### src/hw/rtl/keyed_slot_table_lru_timeout_top_assert.svh
// ---------------------------------------------------------------------------
// Assertion macros for the keyed slot table.
// Each macro expects clk and rst in the scope where it is used.
// ---------------------------------------------------------------------------
`ifndef KEYED_SLOT_TABLE_LRU_TIMEOUT_TOP_ASSERT_SVH
`define KEYED_SLOT_TABLE_LRU_TIMEOUT_TOP_ASSERT_SVH

// The consequent holds in the same cycle as the antecedent.
`define KSL_ASSERT_SAME(lbl, ant, con, msg) \
  lbl: assert property (@(posedge clk) disable iff (rst) (ant) |-> (con)) \
    else $error(msg);

// The consequent holds in the cycle after the antecedent.
`define KSL_ASSERT_NEXT(lbl, ant, con, msg) \
  lbl: assert property (@(posedge clk) disable iff (rst) (ant) |=> (con)) \
    else $error(msg);

`endif

### src/hw/rtl/ksl_pkg.sv
// ---------------------------------------------------------------------------
// ksl_pkg
// Types and constants shared by the keyed slot table modules.
// ---------------------------------------------------------------------------
package ksl_pkg;

  // Reset value of the idle timeout register, in ms.
  localparam logic [31:0] IDLE_TIMEOUT_RESET = 32'd2000;

  // Item codes carried in the func field.
  localparam logic FUNC_TICK  = 1'b0;
  localparam logic FUNC_TOUCH = 1'b1;

  // Input item.
  typedef struct packed {
    logic        func;
    logic [31:0] key;
    logic [31:0] time_ms;
  } in_item_t;

  // Result item.
  typedef struct packed {
    logic        hit;
    logic [6:0]  slot;
    logic        evicted;
    logic [31:0] evicted_key;
    logic [7:0]  expired_count;
  } out_item_t;

  // One table entry as it moves around the ring of cells.
  typedef struct packed {
    logic        valid;
    logic [31:0] key;
    logic [31:0] seen;
  } entry_t;

  // Controller states.
  typedef enum logic [1:0] {
    ST_IDLE,
    ST_SCAN,
    ST_CLAIM,
    ST_FINISH
  } state_t;

endpackage

### src/hw/rtl/ksl_cell.sv
// ---------------------------------------------------------------------------
// ksl_cell
// One storage cell of the slot ring: holds one entry and passes it on.
// ---------------------------------------------------------------------------
module ksl_cell (
  input  logic            clk,
  input  logic            rst,
  input  logic            shift,
  input  ksl_pkg::entry_t d,
  output ksl_pkg::entry_t q
);

  // The valid bit is cleared by reset so the table starts empty.
  // Key and last-seen time only matter while the entry is valid.
  always_ff @(posedge clk) begin
    if (shift) begin
      q.key  <= d.key;
      q.seen <= d.seen;
    end
    if (rst) begin
      q.valid <= 1'b0;
    end else if (shift) begin
      q.valid <= d.valid;
    end
  end

endmodule

### config.mk
export PLATFORM = sky130hd
export DESIGN_NAME = ksl_cell
export DESIGN_NICKNAME = d
export VERILOG_FILES = /design/src/hw/rtl/keyed_slot_table_lru_timeout_top_assert.svh /design/src/hw/rtl/ksl_pkg.sv /design/src/hw/rtl/ksl_cell.sv
export SDC_FILE = /design/constraint.sdc
export NUM_CORES = 1
export LEC_CHECK = 0
export BUFFER_PORTS_ARGS = -buffer_cell sky130_fd_sc_hd__buf_2
export CAP_MARGIN = 20
export CELL_PAD_IN_SITES_DETAIL_PLACEMENT = 0
export CELL_PAD_IN_SITES_GLOBAL_PLACEMENT = 1
export CORE_ASPECT_RATIO = 1.4
export CORE_MARGIN = 2
export CORE_UTILIZATION = 29
export DETAILED_ROUTE_END_ITERATION = 16
export HOLD_SLACK_MARGIN = 0.02
export PLACE_DENSITY_LB_ADDON = 0.1
export SLEW_MARGIN = 40
export SYNTH_ARGS = -nofsm -noshare
export SYNTH_HDL_FRONTEND = slang
export SYNTH_SLANG_ARGS = --single-unit
### constraint.sdc
create_clock -name clk -period 0.8 [get_ports clk]
set_input_delay 0.04 -clock clk [delete_from_list [all_inputs] [get_ports clk]]
set_output_delay 0.04 -clock clk [all_outputs]
set_load 0.005 [all_outputs]
==> summary.md <==
| Metric | Value |
|---|---|
| Register-to-Register Setup Slack | about 0.080 ns |
| Data required time of the critical path | 0.76 ns |
| Area of the mapped netlist | about 0.002 sq mm |
| Largest net degree at the start of global routing | 32 |
| Synth Area in Compound Gates | 0% |
| Clock tree sinks | between 60 and 70 |
| Reg clk slew, reported paths | around 0.06 ns |
| Fmax achieved | about 1100 MHz |
| Top cell type by total area after synthesis | sky130_fd_sc_hd__edfxtp_1 |
| Run status | finished, violations left |
| Max-slew headroom | between 80% and 90% |
| Area fraction of the dominant cell type after synthesis | between 90 and 100% |
| Detailed Route Iter0 Violations | 85 |
| CTS Buf Count | 9 |
| Per-cell routed wire length | 13.1 microns |
| GRT Resource Usage Total | 12.7% |
| Clock network latency to the later pin of the worst-skew pair | 0.32 ns |
| Maximum vdd drop | ~1.1 mV |
| Area of the die | between 0.007 and 0.008 sq mm |
| DR vias | roughly 1400 |
| Routability Congestion | ~0.65 |
| Effective utilization at floorplan | between 20% and 30% |
| Final antenna-violating net count | 0 |
| Cell variety after synth | 4 |
| Root buffer selected by CTS | sky130_fd_sc_hd__clkbuf_8 |
| Leakage power figure | 1.53 nW |
| Synthesis Warnings | 0 |
| Number of flops mapped to enable cells by yosys | 64 |
| Via-per-instance ratio | ~4 |
| Worst hold path class | in -> reg |
| Worst Tran Pin Value | ~0.22 ns |
| Post-synthesis adder-cell area fraction | 0% |
| Placeable core area | ~0.0066 sq mm |
| Delay of the slowest cell on the worst path | 0.38 ns |
| Multiplexer share of the synthesized area | less than 1% |
| Final Hold Slack | around 0.20 ns |
| Num ports | 133 |
| Nature of the critical path startpoint | flip-flop |
| X dimension of the die | roughly 73 microns |
| Number of buffers and inverters on the critical path | 1 |
| Floorplan row count | 35 |
| Period utilisation layout | 110% |
| Max-cap violations | 0 |
| Post-Syn Instances | 67 |
| Post-route worst setup slack | -0.0799 ns |
| Number of max-slew violations in the final report | 0 |
| Ratio of cells with drive above 1 in the final layout | between 50% and 60% |
| Buffer levels on the longest clock path | 2 |
| Number of setup violations in the final report | between 60 and 70 |
| Initial antenna violation count | 0 |
| Registers with the highest flip-flop counts | q (65) |
| Family with the most delay on the worst path | flip-flops |
| CP max stage cell | sky130_fd_sc_hd__edfxtp_1 |
| Vias in the first global route | roughly 1500 |
| TritonCTS clock tree | yes |
| Count of unresolved DRC violations after routing | 0 |
| Fraction of registers with async set/reset | 0% |
| CTS H-tree depth | 3 |
| Reg with most FFs | q |
| Port buffer count | ~130 |
| Critical Path, Cell by Cell | buf_2 |
| Period minus WS final | approximately 0.88 ns |
| WL final | between 4000 and 5000 microns |
| Avg Cell Area, Syn | slightly below 30 sq um |
| Number of nets at the end of the flow | between 300 and 400 |
| Flops & latches, synth | 65 |
| CP Data Arrival Time | approximately 0.84 ns |
| First-pass GRT wire length | a little under 7000 microns |
| Worst Skew | 0 ns |
| Number of inserted filler cells in the final layout | 532 |
| Synthesized net count | between 100 and 150 |
| Number of flip-flops under the largest register name | 65 |
| WS Path Type | reg -> out |
| Area growth, synth to finish | 81.6% |
| Critical path endpoint category | output pin |
| Final count of hold timing violations | 0 |
| Simple-Gate Fraction of Synth Area | 0.192% |
| Unrepaired setup endpoints after global routing | true |
| Areal power density over the cells | 1970 mW/mm^2 |
| Sequential cell area fraction in the yosys report | ~99% |
| GRT Residual Overflow | 0 |
| Antenna diode instance count | 0 |
| Most instantiated library cell after synthesis | sky130_fd_sc_hd__edfxtp_1 |
| Top area cells in the synthesized netlist | sky130_fd_sc_hd__edfxtp_1 (98%), sky130_fd_sc_hd__dfxtp_1 (1.0%), sky130_fd_sc_hd__mux2i_1 (0.51%) |
| Router iterations before antenna repair | 4 |
| Most used flip-flop cell after synthesis | sky130_fd_sc_hd__edfxtp_1 |
| Violated checks | negative setup slack |
| Xor/xnor cell area share of the yosys netlist | 0% |
| Commonest cells in the synthesized netlist | sky130_fd_sc_hd__edfxtp_1 (64), sky130_fd_sc_hd__dfxtp_1 (1), sky130_fd_sc_hd__mux2i_1 (1), sky130_fd_sc_hd__nor2_1 (1) |
| Combinational family with the most area after synthesis | multiplexers |
| Post-route core utilization | a little over half |
| Critical Path Fanout Max | 1 |
| Floorplan die height | 101 microns |
[worst paths after layout]
path	start	to	depth (start not counted)
max	q[18]$_DFFE_PP_	q[18]	1
min reg2reg	q[64]$_SDFFE_PP0P_	q[64]$_SDFFE_PP0P_	3
max reg2reg	q[64]$_SDFFE_PP0P_	q[64]$_SDFFE_PP0P_	3
min	shift	q[14]$_DFFE_PP_	2
[metrics by stage]
| stage | setup TNS, ns | cells | worst slack [ns] | instance area (sq um) | power (mW) |
|---|---|---|---|---|---|
| after floorplan | 0 | 67 | 0.236 | 1960 | 4.22 |
| after global placement | 0 | 276 | 0.0631 | 2740 | 4.70 |
| after detailed placement | 0 | 276 | 0.0341 | 2740 | 4.73 |
| after CTS | -5.20 | 355 | -0.113 | 3540 | 7.11 |
| after global routing | -6.40 | 356 | -0.140 | 3550 | 7.33 |
| final | -3.28 | 356 | -0.0799 | 3550 | 6.98 |
[cell type report]
cell class | count | area [sq um] | share of cell area [%]
Multi-Input combinational cell | 2 | 13.8 | 0.387
Clock buffer | 10 | 128 | 3.59
Sequential cell | 65 | 1940 | 54.7
Clock inverter | 3 | 11.3 | 0.317
Timing Repair Buffer | 202 | 1360 | 38.4
Tap cell | 74 | 92.6 | 2.61
[per-layer routing]
layer | vias up | part of all wire [%] | track usage, %
li1 | 693 | - | -
met2 | 77 | 54 | 22.5
met5 | - | 0 | 0
met3 | 7 | 8.9 | 5.27
met1 | 650 | 35 | 12.7
met4 | 0 | 1.8 | 6.29
[cells in the final DEF, fill, tap and decap left out, drive strengths merged]
cell,netlist,layout
edfxtp,64,64
dlygate4sd3,0,66
buf,0,136
clkinv,0,3
mux2i,1,1
clkbuf,0,10
dfxtp,1,1
nor2,1,1
[power by group]
part / internal, mW / switching (mW) / leakage, nW / total, mW
registers: 4.04 / 0.0575 / 0.635 / 4.10
logic: 0.507 / 0.291 / 0.828 / 0.797
clock network: 1.04 / 1.05 / 0.0706 / 2.09
[what timing repair did]
action,4_1_cts,5_1_grt
gates resized for setup,0,1
endpoints found under the hold margin,65,0
endpoints found under the setup margin,65,65
buffers inserted,0,1
hold buffers,66,0
[cells by family after synthesis]
kind of cell	count (synthesis)
mux	1
flops	65
simple gates	1
No activity file was read; power rests on OpenSTA's default activity.
