**src/hw/rtl/keyed_slot_table_lru_timeout_top_assert.svh**
```systemverilog
// ---------------------------------------------------------------------------
// Assertion macros for the keyed slot table.
// Each macro expects clk and rst in the scope where it is used.
// ---------------------------------------------------------------------------
`ifndef KEYED_SLOT_TABLE_LRU_TIMEOUT_TOP_ASSERT_SVH
`define KEYED_SLOT_TABLE_LRU_TIMEOUT_TOP_ASSERT_SVH

// The consequent holds in the same cycle as the antecedent.
`define KSL_ASSERT_SAME(lbl, ant, con, msg) \
  lbl: assert property (@(posedge clk) disable iff (rst) (ant) |-> (con)) \
    else $error(msg);

// The consequent holds in the cycle after the antecedent.
`define KSL_ASSERT_NEXT(lbl, ant, con, msg) \
  lbl: assert property (@(posedge clk) disable iff (rst) (ant) |=> (con)) \
    else $error(msg);

`endif

```
**src/hw/rtl/ksl_pkg.sv**
```systemverilog
// ---------------------------------------------------------------------------
// ksl_pkg
// Types and constants shared by the keyed slot table modules.
// ---------------------------------------------------------------------------
package ksl_pkg;

  // Reset value of the idle timeout register, in ms.
  localparam logic [31:0] IDLE_TIMEOUT_RESET = 32'd2000;

  // Item codes carried in the func field.
  localparam logic FUNC_TICK  = 1'b0;
  localparam logic FUNC_TOUCH = 1'b1;

  // Input item.
  typedef struct packed {
    logic        func;
    logic [31:0] key;
    logic [31:0] time_ms;
  } in_item_t;

  // Result item.
  typedef struct packed {
    logic        hit;
    logic [6:0]  slot;
    logic        evicted;
    logic [31:0] evicted_key;
    logic [7:0]  expired_count;
  } out_item_t;

  // One table entry as it moves around the ring of cells.
  typedef struct packed {
    logic        valid;
    logic [31:0] key;
    logic [31:0] seen;
  } entry_t;

  // Controller states.
  typedef enum logic [1:0] {
    ST_IDLE,
    ST_SCAN,
    ST_CLAIM,
    ST_FINISH
  } state_t;

endpackage

```
**src/hw/rtl/ksl_ctrl.sv**
```systemverilog
// ---------------------------------------------------------------------------
// ksl_ctrl
// Scan controller: watches the entry leaving the ring, updates it on its
// way back in, and builds the result item for each input item.
// ---------------------------------------------------------------------------
module ksl_ctrl #(
  parameter int SLOTS = 128
) (
  input  logic              clk,
  input  logic              rst,
  input  logic              in_valid,
  output logic              in_stall,
  input  ksl_pkg::in_item_t in_data,
  output logic              out_valid,
  input  logic              out_stall,
  output ksl_pkg::out_item_t out_data,
  input  logic              cfg_wr_en,
  input  logic [31:0]       cfg_wr_data,
  input  ksl_pkg::entry_t   head,
  output ksl_pkg::entry_t   feed,
  output logic              shift
);

  localparam int IW = $clog2(SLOTS);

  ksl_pkg::state_t state, state_next;

  logic [IW-1:0] idx;
  logic          last;
  logic          accept;
  logic          can_load;

  logic          func_r;
  logic [31:0]   key_r;
  logic [31:0]   cur_time;
  logic [31:0]   idle_timeout;

  logic          hit_found;
  logic [IW-1:0] hit_idx;
  logic          have_free;
  logic [IW-1:0] free_idx;
  logic          have_lru;
  logic [IW-1:0] lru_idx;
  logic [31:0]   lru_seen;
  logic [IW-1:0] pick;
  logic [31:0]   evk;
  logic [7:0]    freed;

  logic [31:0]   idle_age;
  logic          expire;
  logic          key_hit;
  logic          take_free;
  logic          take_lru;
  logic          at_pick;

  assign accept   = in_valid && !in_stall;
  assign last     = (idx == IW'(SLOTS - 1));
  assign can_load = !out_valid || !out_stall;

  // Checks on the entry at the ring head.
  assign idle_age  = cur_time - head.seen;
  assign expire    = head.valid && (idle_age > idle_timeout);
  assign key_hit   = head.valid && (head.key == key_r) && !hit_found;
  assign take_free = !head.valid && !have_free;
  assign take_lru  = head.valid && !key_hit && (!have_lru || (head.seen < lru_seen));
  assign pick      = have_free ? free_idx : lru_idx;
  assign at_pick   = (idx == pick);

  // Next state.
  always_comb begin
    state_next = state;
    unique case (state)
      ksl_pkg::ST_IDLE: begin
        if (in_valid) begin
          state_next = ksl_pkg::ST_SCAN;
        end
      end
      ksl_pkg::ST_SCAN: begin
        if (last) begin
          if (func_r == ksl_pkg::FUNC_TOUCH && !hit_found && !key_hit) begin
            state_next = ksl_pkg::ST_CLAIM;
          end else begin
            state_next = ksl_pkg::ST_FINISH;
          end
        end
      end
      ksl_pkg::ST_CLAIM: begin
        if (last) begin
          state_next = ksl_pkg::ST_FINISH;
        end
      end
      ksl_pkg::ST_FINISH: begin
        if (can_load) begin
          state_next = ksl_pkg::ST_IDLE;
        end
      end
      default: state_next = ksl_pkg::ST_IDLE;
    endcase
  end

  // Outputs of the state machine: ring control and the entry fed back in.
  always_comb begin
    in_stall = 1'b1;
    shift    = 1'b0;
    feed     = head;
    unique case (state)
      ksl_pkg::ST_IDLE: begin
        in_stall = 1'b0;
      end
      ksl_pkg::ST_SCAN: begin
        shift = 1'b1;
        if (func_r == ksl_pkg::FUNC_TICK) begin
          if (expire) begin
            feed.valid = 1'b0;
          end
        end else if (key_hit) begin
          feed.seen = cur_time;
        end
      end
      ksl_pkg::ST_CLAIM: begin
        shift = 1'b1;
        if (at_pick) begin
          feed.valid = 1'b1;
          feed.key   = key_r;
          feed.seen  = cur_time;
        end
      end
      ksl_pkg::ST_FINISH: begin
        in_stall = 1'b1;
      end
      default: in_stall = 1'b1;
    endcase
  end

  // State, current time, timeout register and output valid.
  always_ff @(posedge clk) begin
    if (rst) begin
      state        <= ksl_pkg::ST_IDLE;
      cur_time     <= '0;
      idle_timeout <= ksl_pkg::IDLE_TIMEOUT_RESET;
      out_valid    <= 1'b0;
    end else begin
      state <= state_next;
      if (cfg_wr_en) begin
        idle_timeout <= cfg_wr_data;
      end
      if (accept && in_data.func == ksl_pkg::FUNC_TICK) begin
        cur_time <= in_data.time_ms;
      end
      if (state == ksl_pkg::ST_FINISH && can_load) begin
        out_valid <= 1'b1;
      end else if (!out_stall) begin
        out_valid <= 1'b0;
      end
    end
  end

  // Scan position and the running search results of one pass.
  always_ff @(posedge clk) begin
    if (accept) begin
      func_r    <= in_data.func;
      key_r     <= in_data.key;
      idx       <= '0;
      hit_found <= 1'b0;
      have_free <= 1'b0;
      have_lru  <= 1'b0;
      freed     <= '0;
      evk       <= '0;
    end else if (state == ksl_pkg::ST_SCAN) begin
      idx <= last ? '0 : idx + 1'b1;
      if (func_r == ksl_pkg::FUNC_TICK) begin
        if (expire && freed != 8'hFF) begin
          freed <= freed + 8'd1;
        end
      end else begin
        if (key_hit) begin
          hit_found <= 1'b1;
          hit_idx   <= idx;
        end
        if (take_free) begin
          have_free <= 1'b1;
          free_idx  <= idx;
        end
        if (take_lru) begin
          have_lru <= 1'b1;
          lru_idx  <= idx;
          lru_seen <= head.seen;
        end
      end
    end else if (state == ksl_pkg::ST_CLAIM) begin
      idx <= last ? '0 : idx + 1'b1;
      if (at_pick && !have_free) begin
        evk <= head.key;
      end
    end
  end

  // Result item register.
  always_ff @(posedge clk) begin
    if (state == ksl_pkg::ST_FINISH && can_load) begin
      if (func_r == ksl_pkg::FUNC_TOUCH) begin
        out_data.hit           <= hit_found;
        out_data.slot          <= hit_found ? 7'(hit_idx) : 7'(pick);
        out_data.evicted       <= !hit_found && !have_free;
        out_data.evicted_key   <= evk;
        out_data.expired_count <= '0;
      end else begin
        out_data.hit           <= 1'b0;
        out_data.slot          <= '0;
        out_data.evicted       <= 1'b0;
        out_data.evicted_key   <= '0;
        out_data.expired_count <= freed;
      end
    end
  end

endmodule

```
**config.mk**
```make
export PLATFORM = sky130hd
export DESIGN_NAME = ksl_ctrl
export DESIGN_NICKNAME = d
export VERILOG_FILES = /design/src/hw/rtl/keyed_slot_table_lru_timeout_top_assert.svh /design/src/hw/rtl/ksl_pkg.sv /design/src/hw/rtl/ksl_ctrl.sv
export SDC_FILE = /design/constraint.sdc
export NUM_CORES = 1
export LEC_CHECK = 0
export ABC_AREA = 1
export ABC_CLOCK_PERIOD_IN_PS = 5700
export BUFFER_PORTS_ARGS = -buffer_cell sky130_fd_sc_hd__buf_2
export CORE_MARGIN = 2
export CORE_UTILIZATION = 38
export CTS_BUF_LIST = sky130_fd_sc_hd__clkbuf_16
export CTS_CLUSTER_SIZE = 24
export DETAILED_ROUTE_END_ITERATION = 8
export PLACE_DENSITY = 0.62
export SYNTH_ARGS = -nofsm -noshare
export SYNTH_HDL_FRONTEND = slang
export SYNTH_SLANG_ARGS = --single-unit
```
**constraint.sdc**
```tcl
create_clock -name clk -period 5.7 [get_ports clk]
set_input_delay 0.285 -clock clk [delete_from_list [all_inputs] [get_ports clk]]
set_output_delay 0.285 -clock clk [all_outputs]
set_load 0.02 [all_outputs]
```
==> summary.txt <==
STA
  • Achievable clock frequency: roughly 190 MHz
  • Worst Tran Pin Value: about 1000 ps
  • Endpoints failing setup: 0
  • Clock skew: around 8.1 ps
  • Fin Setup TNS: 0 ps
  • Final hold viol count: 0
  • Max-slew violations: 0
  • Period utilization: between 90% and 100%
  • RSZ-0062 raised after global routing: false
  • Tmin final: between 5000 and 6000 ps
  • Slew HR: roughly 30%

Floorplan
  • Chip width: slightly below 200 um
  • Number of I/O pins: between 200 and 300
  • Die height: about 200 um
  • Initial Util: between 30% and 40%
  • DIE AREA: 38700 um2
  • Core box area: 36600 um2
  • Row Count: 70

Detailed routing
  • Final wirelength: roughly 44 mm
  • Vias per cell: just under 5
  • Drt wl/cell: approximately 16 um
  • First-pass iteration count of the detailed router: 6
  • DR iter-0 viols: between 700 and 800
  • Post-route ant nets: 0
  • Vias: about 13k
  • DRC: 0

Setup path
  • Critical Path AT: approximately 5000 ps
  • Setup crit start kind: input pin
  • Critical path type: input pin to output pin
  • Worst EP required: 5410 ps
  • Critical-path maximum fanout: 8
  • CP Capture Type: output pin

Clock network
  • Root Buffer: clkbuf_16
  • CTS Buf Count: 28
  • Number of setup buffers added after CTS: 0
  • Longest Clk Path Bufs: 3
  • Clk_lat worst skew: 570 ps
  • CTS tree: done
  • Clk pin slew, worst setup/hold paths: around 60 ps
  • H-tree depth: 1
  • CTS Sinks: 252

Power
  • Int Pwr: slightly below 4000 uW
  • LEAKAGE: 0.00922 uW
  • Pwr Total: approximately 6200 uW
  • Cell area power density: 340 nW/um2
  • Combinational power share: about a third
  • Max IR drop VDD: 0.000240 V
  • Sequential Power Share: about 37%
  • Clock Power Share: roughly 30%
  • Net Sw Frac: between 30% and 40%
  • Sw power: roughly 2300 uW

Hold path
  • Hold/Removal Path Class: input pin to flop

Finish
  • Ratio of cells with drive above 1 in the final layout: 15.6%
  • Number of fill cells: 3478
  • Most common cell after layout, fill and taps aside: nand2_1
  • Final Util: 49.8%
  • Most frequent cells in the layout: 427 x nand2_1, 283 x buf_2, 280 x inv_1, 218 x nor2_1, 140 x o21ai_0
  • Area Overhead vs Synth: 29.1%
  • Non-filler cells, final: roughly 2.7k
  • # nets final: 2476

Place
  • DP Wirelength: approximately 32 mm
  • Cell count after placement: about 2.5k
  • Placer congestion estimate: just under 0.9
  • IO Port Bufs: ~280

Global route
  • Antenna violations before repair: 3
  • Largest net degree at the start of global routing: between 50 and 60
  • All-Layer GR Usage: about 22%
  • Grt ovf: 0
  • Global-route wire length before repair: 67.0 mm
  • Vias in the first global route: approximately 13k

Status
  • Outcome: complete, no violations

Synth
  • Top cell type's share of synthesized area: about 29%
  • Syn nets: slightly above 2k
  • Async set-reset flop share out of synthesis: 0%
  • Count of cell types in the netlist: 42
  • Post-synth EDFFs: between 100 and 150
  • Post-synthesis register bit count: about 250
  • Synth warn: 0
  • Area leader, netlist: edfxtp_1
  • Post-synthesis sequential area ratio: between 40 and 50%
  • Synthesized area: roughly 14000 um2
  • Top_reg_cell synth: edfxtp_1
  • Syn_area_per_cell: between 7 and 8 um2
  • Ranking of synthesized cells by area: edfxtp_1 29%, dfxtp_1 17%, nand2_1 11%
  • Synthesized instance count: ~1.8k

Flow run
  • Max Cap Viol: 0
worst max-delay path, cell delays in order:
cell	delay, ps
dlygate4sd3_1	530
buf_2	150
ha_1	150
inv_1	60
fa_1	390
nand3_1	100
nand2_1	110
a21oi_1	320
o21ai_0	320
nand3_1	160
nand4_1	110
xor2_1	160
ha_1	270
nand2_1	60
nor2_1	130
nand4_1	130
nor4_1	420
nand3_1	470
nand4_1	220
nand3_1	90
nand2_1	120
buf_2	190
state kept, by name, indices dropped and copies added, names as in the netlist:
signal        count
have_free         1
idx               7
have_lru          1
evk              32
out_data         49
idle_timeout     32
cur_time         32
free_idx          7
hit_found         1
lru_seen         32
freed             8
key_r            32
lru_idx           7
hit_idx           7
func_r            1
out_valid         1
state             2
through the flow:
stage / area, um2 / worst slack [ps] / hold WS (ps)
6_report: 18200 / 457 / 21.7
5_1_grt: 18200 / 160 / 6.76
4_1_cts: 18200 / 475 / 0.727
3_5_place_dp: 16000 / 1040 / 454
3_3_place_gp: 16000 / 1070 / 453
2_1_floorplan: 14100 / 2130 / 384
layout make-up:
type | count | area, um2 | share of cell area [%]
multi-input combinational | 1227 | 6470 | 35.5
sequential | 252 | 6400 | 35.1
timing repair buffer | 424 | 2800 | 15.3
inverter | 274 | 1030 | 5.64
clock buffer | 29 | 726 | 3.98
tap | 468 | 586 | 3.21
clock inverter | 23 | 228 | 1.25
antenna | 1 | 2.50 | 0.0137
power by group through the flow:
stage	Combinational [uW]	Clock [uW]	Sequential, uW
2_1_floorplan	1300	0	2320
3_3_place_gp	1960	0	2310
3_5_place_dp	1980	0	2320
4_1_cts	2060	1900	2280
5_1_grt	2310	1960	2300
6_report	2060	1860	2280
path summary, 6_finish.rpt:
kind	from	depth (start not counted)	slack [ps]	endpoint
max	head[0]	22	460	feed[64]
min	cfg_wr_data[28]	3	20	idle_timeout[28]
max reg2reg	cur_time[0]	20	1300	freed[3]
min reg2reg	freed[6]	2	460	freed[6]
synth_stat cells (all sizes together), types with 3 or more instances:
library cell,count
ha,101
edfxtp,135
nand4,19
a21boi,3
xor2,33
a21oi,118
o21a,4
buf,17
nand3,74
nand2,427
inv,273
clkbuf,35
a21o,7
o21bai,8
nor2,221
a22o,7
xnor2,10
nor4,3
dfxtp,117
or2,3
o211ai,4
nor3,17
nand3b,3
o21ai,155
layer usage:
metal	global-route usage [%]	wire [um]	vias to the layer above
li1	-	-	6668
met1	28.6	18900	6057
met2	37.7	20600	471
met3	2.40	2540	102
met4	8.88	1850	4
met5	0	26	-
kinds of logic (layout without fill, tap and decap cells):
group	Yosys count	after routing	synth area share (%)
other cells	0	1	0
buf+inv	326	750	9.02
xor+xnor	43	43	2.67
simple gates	768	768	22.0
flops	252	252	45.3
compound gates	314	314	11.9
fa+ha+maj	102	102	9.10
what timing repair did:
action	CTS	global route
resized for setup	0	0
hold endpoints to repair	128	0
hold buffers	128	0
Note: power is estimated with default switching activity, not from simulation.
